**src/hdl/fpa_pkg.sv**
```systemverilog
`default_nettype none

package fpa_pkg;

  // Default number of fractional bits (Q24.8)
  localparam int FRAC_BITS_DEF = 8;

  // Operation codes
  typedef enum logic [3:0] {
    OP_ADD     = 4'd0,
    OP_SUB     = 4'd1,
    OP_MUL     = 4'd2,
    OP_DIV     = 4'd3,
    OP_LT      = 4'd4,
    OP_GT      = 4'd5,
    OP_LE      = 4'd6,
    OP_GE      = 4'd7,
    OP_EQ      = 4'd8,
    OP_NE      = 4'd9,
    OP_MIN     = 4'd10,
    OP_MAX     = 4'd11,
    OP_INC     = 4'd12,
    OP_DEC     = 4'd13,
    OP_TOINT   = 4'd14,
    OP_FROMINT = 4'd15
  } fpa_op_t;

  // Side information that rides along the divider stages
  typedef struct packed {
    logic        is_div;   // item is a divide
    logic        neg;      // quotient must be negated
    logic        dz;       // zero divisor
    logic        cmp;      // comparison outcome
    logic [31:0] value;    // result of every non-divide op
    logic [31:0] divisor;  // divisor magnitude
    logic [31:0] rem;      // partial remainder
  } fpa_carry_t;

endpackage

`default_nettype wire

```
**src/hdl/fpa_div_step.sv**
```systemverilog
`default_nettype none

module fpa_div_step #(
  parameter int FRAC_BITS = fpa_pkg::FRAC_BITS_DEF
) (
  input  wire logic                     clk,
  input  wire logic                     rst,
  input  wire logic                     en,
  input  wire logic                     in_valid,
  input  wire fpa_pkg::fpa_carry_t      in_carry,
  input  wire logic [FRAC_BITS+31:0]    in_quo,
  output logic                          out_valid,
  output fpa_pkg::fpa_carry_t           out_carry,
  output logic [FRAC_BITS+31:0]         out_quo
);
  import fpa_pkg::*;

  localparam int QW = FRAC_BITS + 32;

  logic [32:0] trial;
  logic [32:0] diff;
  logic        fits;
  fpa_carry_t  carry_next;

  // One restoring step: shift in the next dividend bit, try subtracting
  always_comb begin
    trial      = {in_carry.rem, in_quo[QW-1]};
    diff       = trial - {1'b0, in_carry.divisor};
    fits       = trial >= {1'b0, in_carry.divisor};
    carry_next = in_carry;
    carry_next.rem = fits ? diff[31:0] : trial[31:0];
  end

  always_ff @(posedge clk) begin
    if (rst) begin
      out_valid <= 1'b0;
    end else if (en) begin
      out_valid <= in_valid;
    end
    if (en) begin
      out_carry <= carry_next;
      out_quo   <= {in_quo[QW-2:0], fits};
    end
  end

endmodule

`default_nettype wire
```
**config.mk**
```make
export PLATFORM = sky130hd
export DESIGN_NAME = fpa_div_step
export DESIGN_NICKNAME = d
export VERILOG_FILES = /design/src/hdl/fpa_pkg.sv /design/src/hdl/fpa_div_step.sv
export SDC_FILE = /design/constraint.sdc
export NUM_CORES = 1
export LEC_CHECK = 0
export BUFFER_PORTS_ARGS = -buffer_cell sky130_fd_sc_hd__buf_2
export CAP_MARGIN = 20
export CORE_ASPECT_RATIO = 1.2
export CORE_MARGIN = 4
export CORE_UTILIZATION = 43
export DETAILED_ROUTE_END_ITERATION = 7
export PLACE_DENSITY = 0.77
export SYNTH_ARGS = -nofsm -noshare
export SYNTH_HDL_FRONTEND = slang
export SYNTH_SLANG_ARGS = --single-unit
```
**constraint.sdc**
```tcl
create_clock -name clk -period 2.97 [get_ports clk]
set_clock_uncertainty 0.2 [all_clocks]
set_input_delay 0.1485 -clock clk [delete_from_list [all_inputs] [get_ports clk]]
set_output_delay 0.1485 -clock clk [all_outputs]
set_load 0.01 [all_outputs]
```
# After elaboration in Yosys (flattened, before gate mapping)
# Index checks and enable logic that the tools add are counted.
dict set report word_totals {
  regBits 141
  in_bits 144
  wordCells 12
}
dict set report op_classes {
  add_sub_neg 1
  order_cmp 1
  n_mux 1
}
# op count
set ops {}
lappend ops {{$ge 33x32->1} 1}
lappend ops {{$mux 32} 1}
lappend ops {{$sub 32x32->32} 1}

# Logic depth before layout (Yosys ltp)
dict set report depth {
  depth_word 2
  mapped_depth 13
}

# Least setup slack after synthesis
# No wires, ideal clock.
dict set report synth_path {
  kind {input port to flip-flop}
  start {input in_carry[39] in the netlist's numbering}
  end {register out_carry[13] in the netlist's numbering, data pin}
  setup_time_ns 0.262
  arrival_time_ns 2.657
  slack_ns -0.149
  cell_stages 12
  path_buffers 2
  path_cell_list {inv_1 > ha_1 > buf_2 > nand4_1 > or4_1 > a21oi_1 > nor3_1 > a211oi_2 > o21ai_2 > o31ai_4 > buf_4 > mux2_1}
}
# element line_no
set synth_rtl {}
lappend synth_rtl {{from (decl)} fpa_div_step.sv:10} ;# input wire fpa_pkg::fpa_carry_t in_carry,
lappend synth_rtl {{to (signal assigned)} fpa_div_step.sv:41} ;# out_carry <= carry_next;
lappend synth_rtl {{to (decl)} fpa_div_step.sv:13} ;# output fpa_pkg::fpa_carry_t out_carry,

==> impl_results.md <==
- WL/cell: 19.7 um
- Die Area: 17000 um2
- FMAX: 353 MHz
- Share of cells above drive strength 1: 0.405
- Final Net Count: 1131
- IO Port Bufs: 284
- Asr flop ratio synth: 0
- Synth Cell Area: 6440 um2
- Post-Syn Area per Cell: 13.3 um2
- Setup-failing EPs final: 0
- Worst path bufs/invs: 1
- CTS tree: yes
- Num rows: 48
- Starting density of the core: 0.443
- Slew Viols, Final: 0
- Critical path, cell by cell: buf_2 -> ha_1 -> fa_1 -> nand2b_1 -> a21oi_2 -> o21ai_1 -> o311a_1 -> a31oi_2 -> a21oi_1 -> o41ai_2 -> xor2_1 -> mux2_4
- Fin. Hold Viols: 0
- Layout Utilization: 0.723
- Io pins: 285
- Crit end category: flip-flop
- Final wirelength: 23.0 mm
- Slowest CP cell: fa_1
- Hold WC Path Type: input pin to flip-flop
- Vias: 5906
- Vias in the first global route: 6157
- TNS Setup: 0 ps
- Area post-placement: 8500 um2
- Final Non-Filler Cells: 1167
- Max cap viols: 0
- Syn-to-layout area delta: 62.9%
- Global Route Usage Sum: 0.267
- CTS root buf: clkbuf_16
- WP data required: 2940 ps
- Footprint of the multi-input gates: 2140 um2
- Filler instances: 1008
- Post-DP HPWL: 14.8 mm
- Final instance area: 10500 um2
- Gr ovfl total: 0
- RSZ-0062 raised after global routing: yes
- First-pass GRT wire length: 34.4 mm
- Synth Flop Type: edfxtp_1
- Drt first pass iters: 5
- CP Max Fanout: 3
- Run status: completed
- FF+latch area: 4220 um2
- Largest delay contributor family on the critical path: compound AO/OA/AOI/OAI gates
- Placeable Area: 14500 um2
- Worst-path clk slew: 70 ps
- Drt drc: 0
- Post-CTS Setup Bufs: 0
- Mapped Cells: 486
- Die Span X: 120 um
- RD Place Congestion: 0.876
- VDD IR max: 0.321 mV
- Placed Cells incl. Taps: 994
- Die H: 142 um
- Initial antenna violation count: 4
- ANT cells: 0
- DR vias/cell: 5.06
- Worst-Margin Slew: 619 ps
- Post-synth cell types: 48
- Antenna Nets Post-Route: 0
- Clock buffer depth: 2
- CP peak stage delay: 410 ps
- Slew HR: 0.587
- Htree depth: 4
- Lkg Pwr: 4.63 nW
- Worst Setup Path Type: input pin to flip-flop
- Fin crit period: 2830 ps
- Syn Nets: 663
- Post-synth EDFFs: 140
- Sequential area share after synthesis: 0.655
- Pwr dens: 550 nW/um2
- Initial DRC count: 471
- Worst skew pair latency: 410 ps
- Clk sink count: 141
- Tcrit/Tclk final: 0.953
- Synthesized flop and latch total: 141
- Number of buffers created by CTS: 17
- CP Data Arrival Time: 2800 ps
- Setup crit start kind: input pin
- Ys Warns: 0
- Pin count of the biggest net entering global routing: 63
## stage by stage
step	hold WS, ps	power, mW	worst slack, ps
after global placement	106	3.57	-199
after global routing	33.1	6.00	-1.36
final	12.3	5.77	139
after floorplan	20.9	3.09	-32.4
after detailed placement	111	3.59	-292
after CTS	6.18	5.73	78.3
## synthesized netlist by cell type, types with 2 or more instances
| master | n | area share |
|---|---|---|
| mux2i_1 | 3 | 0.0047 |
| a211o_1 | 2 | 0.0027 |
| nand2b_1 | 4 | 0.0039 |
| nor2b_1 | 2 | 0.0019 |
| nor4_1 | 4 | 0.0039 |
| o21a_1 | 6 | 0.0070 |
| o21ai_0 | 16 | 0.012 |
| o22ai_1 | 2 | 0.0019 |
| xor2_1 | 11 | 0.015 |
| nor2_1 | 37 | 0.022 |
| a31oi_1 | 5 | 0.0049 |
| ha_1 | 32 | 0.062 |
| buf_4 | 3 | 0.0035 |
| a21oi_1 | 54 | 0.042 |
| and4_1 | 2 | 0.0027 |
| xnor2_1 | 16 | 0.022 |
| o211ai_1 | 4 | 0.0047 |
| nand3_1 | 8 | 0.0062 |
| edfxtp_1 | 140 | 0.65 |
| o21bai_1 | 3 | 0.0035 |
| o41ai_1 | 2 | 0.0027 |
| inv_1 | 38 | 0.022 |
| clkbuf_1 | 5 | 0.0029 |
| mux2_2 | 6 | 0.010 |
| nand2_1 | 27 | 0.016 |
| a21o_1 | 12 | 0.014 |
| a211oi_1 | 3 | 0.0035 |
| mux2_1 | 4 | 0.0070 |
| a2bb2oi_1 | 2 | 0.0027 |
| nand4_1 | 7 | 0.0068 |
| nor3_1 | 2 | 0.0016 |
| buf_2 | 8 | 0.0062 |
## cells by family after synthesis
logic type,count (synthesis),synth area share
buf+inv,55,0.0355
fa+ha+maj,33,0.0652
xor+xnor,27,0.0367
flops,141,0.655
simple gates,99,0.0709
compound gates,118,0.114
mux,13,0.0221
## layout by cell type, fill, tap and decap left out, types with 7 or more instances in the layout
cell,n
a21o_1,12
o21ai_0,15
inv_1,34
buf_4,39
nand3_1,8
dlygate4sd3_1,141
nor2_1,36
buf_2,283
a21oi_1,52
xnor2_1,16
ha_4,7
clkbuf_16,17
ha_1,25
edfxtp_1,140
nand4_1,7
xor2_1,11
nand2_1,26
## where the power goes
part / total (mW) / internal (mW) / switching (mW)
sequential: 2.48 / 2.42 / 0.0564
clock: 2.02 / 1.10 / 0.920
combinational: 1.27 / 0.611 / 0.663
total: 5.77 / 4.13 / 1.64
## registers in the layout, indices dropped and copies added, names as in the netlist
| signal | count |
|---|---|
| out_carry | 100 |
| out_quo | 40 |
| out_valid | 1 |
## timing repair
action / 4_1_cts / 5_1_grt
gates resized for setup: 0 / 7
setup endpoints to repair: 0 / 5
hold buffers: 141 / 0
hold endpoints to repair: 140 / 0
## path summary, 6_finish.rpt
| check | start | end | slack (ps) | cells past startpoint |
|---|---|---|---|---|
| setup / recovery | in_carry[32] | out_carry[30] | 140 | 12 |
| hold / removal | en | out_carry[86] | 10 | 1 |
| setup reg to reg | out_valid | out_valid | 1650 | 3 |
| hold reg to reg | out_valid | out_valid | 830 | 3 |
## final cells by class
| cell class | instances | share of cell area |
|---|---|---|
| clock buffers | 18 | 0.0409 |
| multi-input cells | 290 | 0.204 |
| well taps | 200 | 0.0238 |
| flip-flops and latches | 141 | 0.402 |
| inverters | 38 | 0.0148 |
| clock inverters | 14 | 0.0120 |
| repair buffers | 466 | 0.302 |
## worst register-to-register path, stage by stage (launching register included)
cell and delay, ps:
dfxtp_1 310, mux2i_1 110, nor2_1 50, dlygate4sd3_1 540
## metal layers
metal,part of all wire,global-route usage,vias up
li1,-,-,2750
met1,0.36,0.293,2831
met2,0.52,0.483,271
met3,0.080,0.0795,46
met4,0.036,0.109,8
met5,0.0021,0,-
Note: power is estimated with default switching activity, not from simulation.
