==> src/hdl/fpa_pkg.sv <==
`default_nettype none

package fpa_pkg;

  // Default number of fractional bits (Q24.8)
  localparam int FRAC_BITS_DEF = 8;

  // Operation codes
  typedef enum logic [3:0] {
    OP_ADD     = 4'd0,
    OP_SUB     = 4'd1,
    OP_MUL     = 4'd2,
    OP_DIV     = 4'd3,
    OP_LT      = 4'd4,
    OP_GT      = 4'd5,
    OP_LE      = 4'd6,
    OP_GE      = 4'd7,
    OP_EQ      = 4'd8,
    OP_NE      = 4'd9,
    OP_MIN     = 4'd10,
    OP_MAX     = 4'd11,
    OP_INC     = 4'd12,
    OP_DEC     = 4'd13,
    OP_TOINT   = 4'd14,
    OP_FROMINT = 4'd15
  } fpa_op_t;

  // Side information that rides along the divider stages
  typedef struct packed {
    logic        is_div;   // item is a divide
    logic        neg;      // quotient must be negated
    logic        dz;       // zero divisor
    logic        cmp;      // comparison outcome
    logic [31:0] value;    // result of every non-divide op
    logic [31:0] divisor;  // divisor magnitude
    logic [31:0] rem;      // partial remainder
  } fpa_carry_t;

endpackage

`default_nettype wire

==> src/hdl/fpa_front.sv <==
`default_nettype none

module fpa_front #(
  parameter int FRAC_BITS = fpa_pkg::FRAC_BITS_DEF
) (
  input  wire logic                     clk,
  input  wire logic                     rst,
  input  wire logic                     en,
  input  wire logic                     in_valid,
  input  wire logic [3:0]               in_op,
  input  wire logic signed [31:0]       in_a,
  input  wire logic signed [31:0]       in_b,
  output logic                          out_valid,
  output fpa_pkg::fpa_carry_t           out_carry,
  output logic [FRAC_BITS+31:0]         out_quo
);
  import fpa_pkg::*;

  fpa_op_t            op_c;
  logic               lt_c;
  logic               eq_c;
  logic signed [31:0] simple_c;
  logic               cmp_c;
  logic signed [63:0] prod_c;
  logic [31:0]        mag_a_c;
  logic [31:0]        mag_b_c;

  // Stage 1 registers
  logic               v1;
  fpa_op_t            op1;
  logic [31:0]        simple1;
  logic               cmp1;
  logic signed [63:0] prod1;
  logic [31:0]        mag_a1;
  logic [31:0]        mag_b1;
  logic               neg1;
  logic               dz1;

  // Stage 1: compare, short arithmetic, full product, divide setup
  always_comb begin
    op_c     = fpa_op_t'(in_op);
    lt_c     = in_a < in_b;
    eq_c     = in_a == in_b;
    simple_c = '0;
    cmp_c    = 1'b0;
    case (op_c)
      OP_ADD:     simple_c = in_a + in_b;
      OP_SUB:     simple_c = in_a - in_b;
      OP_MIN:     simple_c = lt_c ? in_a : in_b;
      OP_MAX:     simple_c = lt_c ? in_b : in_a;
      OP_INC:     simple_c = in_a + 32'sd1;
      OP_DEC:     simple_c = in_a - 32'sd1;
      OP_TOINT:   simple_c = in_a >>> FRAC_BITS;
      OP_FROMINT: simple_c = in_a << FRAC_BITS;
      OP_LT:      cmp_c = lt_c;
      OP_GT:      cmp_c = !lt_c && !eq_c;
      OP_LE:      cmp_c = lt_c || eq_c;
      OP_GE:      cmp_c = !lt_c;
      OP_EQ:      cmp_c = eq_c;
      OP_NE:      cmp_c = !eq_c;
      default:    simple_c = '0;
    endcase
    prod_c  = 64'(in_a) * 64'(in_b);
    mag_a_c = in_a[31] ? 32'(-in_a) : in_a;
    mag_b_c = in_b[31] ? 32'(-in_b) : in_b;
  end

  always_ff @(posedge clk) begin
    if (rst) begin
      v1 <= 1'b0;
    end else if (en) begin
      v1 <= in_valid;
    end
    if (en) begin
      op1     <= op_c;
      simple1 <= simple_c;
      cmp1    <= cmp_c;
      prod1   <= prod_c;
      mag_a1  <= mag_a_c;
      mag_b1  <= mag_b_c;
      neg1    <= in_a[31] ^ in_b[31];
      dz1     <= (op_c == OP_DIV) && (in_b == 32'sd0);
    end
  end

  // Stage 2: scale the product, load the divider
  always_ff @(posedge clk) begin
    if (rst) begin
      out_valid <= 1'b0;
    end else if (en) begin
      out_valid <= v1;
    end
    if (en) begin
      out_carry.is_div  <= op1 == OP_DIV;
      out_carry.neg     <= neg1;
      out_carry.dz      <= dz1;
      out_carry.cmp     <= cmp1;
      out_carry.value   <= (op1 == OP_MUL) ? prod1[FRAC_BITS +: 32] : simple1;
      out_carry.divisor <= mag_b1;
      out_carry.rem     <= '0;
      out_quo           <= {mag_a1, {FRAC_BITS{1'b0}}};
    end
  end

endmodule

`default_nettype wire

==> config.mk <==
export PLATFORM = sky130hd
export DESIGN_NAME = fpa_front
export DESIGN_NICKNAME = d
export VERILOG_FILES = /design/src/hdl/fpa_pkg.sv /design/src/hdl/fpa_front.sv
export SDC_FILE = /design/constraint.sdc
export NUM_CORES = 2
export LEC_CHECK = 0
export BUFFER_PORTS_ARGS = -buffer_cell sky130_fd_sc_hd__buf_2
export CAP_MARGIN = 5
export CORE_UTILIZATION = 45
export CTS_CLUSTER_SIZE = 30
export DETAILED_ROUTE_END_ITERATION = 8
export SYNTH_ARGS = -nofsm -noshare
export SYNTH_HDL_FRONTEND = slang
export SYNTH_SLANG_ARGS = --single-unit
==> constraint.sdc <==
create_clock -name clk -period 10.3 [get_ports clk]
set_input_delay 0.515 -clock clk [delete_from_list [all_inputs] [get_ports clk]]
set_output_delay 0.515 -clock clk [all_outputs]
set_load 0.02 [all_outputs]
**Word-level counts from Yosys, hierarchy flattened**

Index checks and enable logic that the tools add are counted.

- Add/sub/neg operators: 6
- Multiply operators: 1
- Magnitude comparators: 1
- Equality and inequality tests: 17
- Mux-type cells: 7
- Bitwise gates (word level): 1
- Reduce and logical (&&, ||, !) cells: 7

Operator list:

| cell | number |
|---|---|
| $pmux W32 S8 | 1 |
| $mux W32 | 3 |
| $neg A32 Y32 | 2 |
| $mux W31 | 2 |
| $mul A32 B32 Y40 | 1 |
| $add A32 B2 Y32 const B | 1 |
| $add A32 B32 Y32 | 1 |
| $eq A32 B32 Y1 | 1 |
| $eq A4 B4 Y1 const B | 8 |
| $logic_not A32 Y1 | 1 |
| $lt A32 B32 Y1 | 1 |
| $sub A32 B2 Y32 const B | 1 |
| $sub A32 B32 Y32 | 1 |
| $eq A4 B3 Y1 const B | 4 |
| $eq A4 B2 Y1 const B | 3 |
| $pmux W1 S6 | 1 |
| $eq A4 B1 Y1 const B | 1 |
| $logic_not A4 Y1 | 1 |
| $logic_and A1 B1 Y1 | 2 |
| $logic_not A1 Y1 | 2 |
| $logic_or A1 B1 Y1 | 1 |
| $xor A1 B1 Y1 | 1 |

- Register bits after elaboration: 245
- Bits of input ports: 72
- Output and inout bits: 141
- Logic and storage cells: 59

**Logic depth before layout (Yosys ltp)**

- Depth after elaboration: 4
- Depth in mapped cells: 29

**Worst setup path before layout**

No wires, ideal clock.

- Path kind: input to register
- Start point: input port in_a[15]
- End point: register prod1[39], data pin
- Library setup time: 260 ps
- Arrival: 7558 ps
- Data required time: 10040 ps
- Setup slack: 2482 ps
- Cell stages on the path: 26
- Path through: clkbuf_1 -> clkbuf_1 -> and2_1 -> fa_1 -> fa_1 -> inv_1 -> fa_1 -> fa_1 -> inv_1 -> fa_1 -> inv_1 -> fa_1 -> inv_1 -> fa_1 -> fa_1 -> ha_1 -> a211o_1 -> nor4_1 -> nor4b_1 -> o21ai_0 -> a31oi_1 -> o21ai_0 -> o21a_1 -> o22a_1 -> a21oi_1 -> xnor2_1

- Cells in the longest elaborated chain, start to end: 1

RTL lines:

| item | line | text |
|---|---|---|
| start: declaration | fpa_front.sv:11 | `input wire logic signed [31:0] in_a,` |
| $mul A32 B32 Y40 | fpa_front.sv:63 | `prod_c = 64'(in_a) * 64'(in_b);` |
| net prod_c[39] | fpa_front.sv:24 | `logic signed [63:0] prod_c;` |
| end signal: assignment | fpa_front.sv:78 | `prod1 <= prod_c;` |
| end: declaration | fpa_front.sv:33 | `logic signed [63:0] prod1;` |

The timed path passes the listed nets, and every way through them passes these cells.
A chain may end at the register's enable or synchronous reset.

**Final worst setup path**

- Start point: input port in_b[3]
- End point: register prod1[39], data pin

- Cells in the longest elaborated chain, start to end: 1

RTL lines:

| item | line | text |
|---|---|---|
| start: declaration | fpa_front.sv:12 | `input wire logic signed [31:0] in_b,` |
| $mul A32 B32 Y40 | fpa_front.sv:63 |  |
| net prod_c[39] | fpa_front.sv:24 |  |

The timed path passes the listed nets, and every way through them passes these cells.

==> impl_results.md <==
* Longest Clk Path Bufs at 3
* Top delay family on crit path: adder cells
* DRC viols at 0
* RSZ-0062 raised after global routing: false
* Buffers & Inverters on Critical Path at 5
* Placed cells at 4840
* Hold Path Depth at 2
* Util after Layout at 0.489
* Crit. path cell count at 25
* CTS Buf Count at 28
* Placed wire-length estimate at 86.2 mm
* DR vias at approximately 26000
* Starting DRT DRC Count at 2256
* RR Endpoint: out_carry[77]
* Worst-Margin Slew at 0.995 ns
* Area growth, synth to finish at 6.93%
* CTS tree: done
* Synth top area share at 0.348
* GRT Residual Overflow at 0
* CTS Hold Bufs at 0
* # H-tree levels at 1
* PortBufs at 172
* Routed len/inst at 22.6 µm
* Period utilization at 0.834
* Initial core utilization at 0.457
* Worst Path Required at 10.66 ns
* Most common cell after layout, fill and taps aside: inv_1
* Worst Path Arrival at 8.96 ns
* Final Wtd Congestion at roughly 0.94
* Fraction of layout cells with a size suffix above 1 at 0.0846
* PostCTS Resize Cnt at 0
* Yosys warning count at 0
* Post-CTS setup buffer count at 0
* Most frequent cells in the layout: inv_1, fa_1, nand2_1
* Setup Crit Path Kind: in2reg
* Drt via density at 5.41
* CTS sink cnt at approximately 240
* Antenna viol nets, final at 0
* Top post-synthesis cells by area: fa_1, edfxtp_1, ha_1
* Asr flop ratio synth at 0
* Finished Layout Cells at about 4900
* First-pass DRT Iterations at 7
* Root Buffer: clkbuf_16
* # setup viols final at 0
* Num ports at 213
* GRT Util Overall at 0.271
* Relative slew slack at 0.331
* Reg2reg path depth at 3
* #FFs+latches synth at 237
* Min-delay src: rst
* Max Freq at 116 MHz
* Hold Vio Cnt, Final at 0
* Count of pins over their slew limit at 0
* Cell Area, Synth at 0.0370 mm²
* Max incr delay on CP at 0.65 ns
* Cells after Synth at approximately 3800
* Register area share after synthesis at 0.192
* Clk_lat worst skew at 0.60 ns
* Reg2Reg Setup Slack at 8.46 ns
* Slowest CP cell: a31oi_1
* Global-route wire length before repair at 168 mm
* Worst-path clk slew at about 0.070 ns
* Cell taking the most area after synthesis: fa_1
* Mapped Avg Cell Area at 9.80 µm²
* Core area at 0.0809 mm²
* Die area at about 0.083 mm²
* Die Ht at slightly below 300 µm
* Most used cell, CP: fa_1
* TNS Setup at 0 ns
* Largest net degree at the start of global routing at 76
* Max Cap Viol at 0
* CP startpoint kind: primary input
* Status: complete, no violations
* CP Capture Type: flip-flop
* Min cycle time layout at 8.59 ns
* Post-synth EDFFs at 235
* Skew final at around 0.027 ns
* Die span in x at between 200 and 300 µm
* Worst r2r src: op1[0]
* Critical path peak fanout at 38
* Synth unique cells at 75
* HP Class: in2reg
* Total Routed Length at 111 mm
* Num rows at 104
* Initial antenna violation count at 4
* Commonest register cell after synthesis: edfxtp_1
* Vias in the first global route at roughly 27000
* Layout Nets at 4765
* Worst hold endpoint: v1
## registers in the layout, summed over array words and instances, names as in the netlist, 4 cells and up
register / flops
out_carry: 68
mag_b1: 32
prod1: 32
mag_a1: 32
simple1: 32
op1: 4
out_quo: 32
## per-stage QoR
| step | area (µm²) | worst slack [ns] | hold WS [ns] |
|---|---|---|---|
| floorplan | 37100 | 2.48 | 0.400 |
| global placement | 38600 | 1.24 | 0.402 |
| detailed placement | 38600 | 1.05 | 0.405 |
| CTS | 39600 | 1.68 | 0.0428 |
| global route | 39600 | 1.32 | 0.0708 |
| finish | 39600 | 1.71 | 0.0766 |
## cell type report
cell class                 count  area, µm²
fill                        7699      41400
multi-input combinational   2597      26200
sequential                   237       7100
inverter                     723       2710
tap                         1060       1330
timing repair buffer         223       1250
clock buffer                  28        701
clock inverter                22        230
antenna                        2       5.00
## worst max path at each step
stage	startpoint	end	slack, ns
floorplan	in_a[15]	prod1[39]	2.48
global placement	in_b[6]	prod1[39]	1.24
detailed placement	in_b[3]	prod1[39]	1.05
CTS	in_b[3]	prod1[39]	1.68
global route	in_b[3]	prod1[39]	1.32
finish	in_b[3]	prod1[39]	1.71
## cells by family after synthesis
logic type	after synthesis	share of synthesized area
adder cells (fa/ha/maj)	883	0.429
other	1	0.000101
multiplexers	38	0.0114
XOR/XNOR	221	0.0523
flip-flops	237	0.192
AND/OR/NAND/NOR	1045	0.143
AO/OA/AOI/OAI	370	0.0682
buffers and inverters	981	0.104
## cells in the mapped netlist, types with 4 or more instances
| cell | number |
|---|---|
| nor2_1 | 112 |
| o31ai_1 | 10 |
| mux2i_1 | 6 |
| o211ai_1 | 9 |
| a211o_1 | 5 |
| o221ai_1 | 5 |
| fa_1 | 644 |
| xor2_1 | 48 |
| o21ai_0 | 67 |
| o21bai_1 | 13 |
| mux2_2 | 32 |
| a222oi_1 | 19 |
| a31oi_1 | 14 |
| buf_1 | 17 |
| a21boi_0 | 5 |
| or3_1 | 15 |
| nor4_1 | 10 |
| and2_1 | 383 |
| a221oi_1 | 6 |
| nand3_1 | 25 |
| buf_4 | 40 |
| nand3b_1 | 4 |
| nor2b_1 | 9 |
| nand2_1 | 398 |
| edfxtp_1 | 235 |
| clkbuf_1 | 199 |
| ha_1 | 239 |
| nand4_1 | 16 |
| inv_1 | 721 |
| xnor2_1 | 173 |
| or4_1 | 6 |
| nor3_1 | 21 |
| a211oi_1 | 5 |
| o21a_1 | 22 |
| and3_1 | 5 |
| a21o_1 | 40 |
| a21oi_1 | 93 |
| a22oi_1 | 15 |
| nand2b_1 | 18 |
| a221o_1 | 18 |
## per-layer routing
metal  track usage  part of all wire  vias up
li1              -                 -    11700
met1         0.361              0.40    13600
met2         0.450              0.48      972
met3        0.0302             0.067      203
met4         0.114             0.050        4
met5             0           0.00039        -
Power is left out: the tool's default activity adds up to more than one toggle a clock period on the data nets, which glitch-free logic cannot reach.
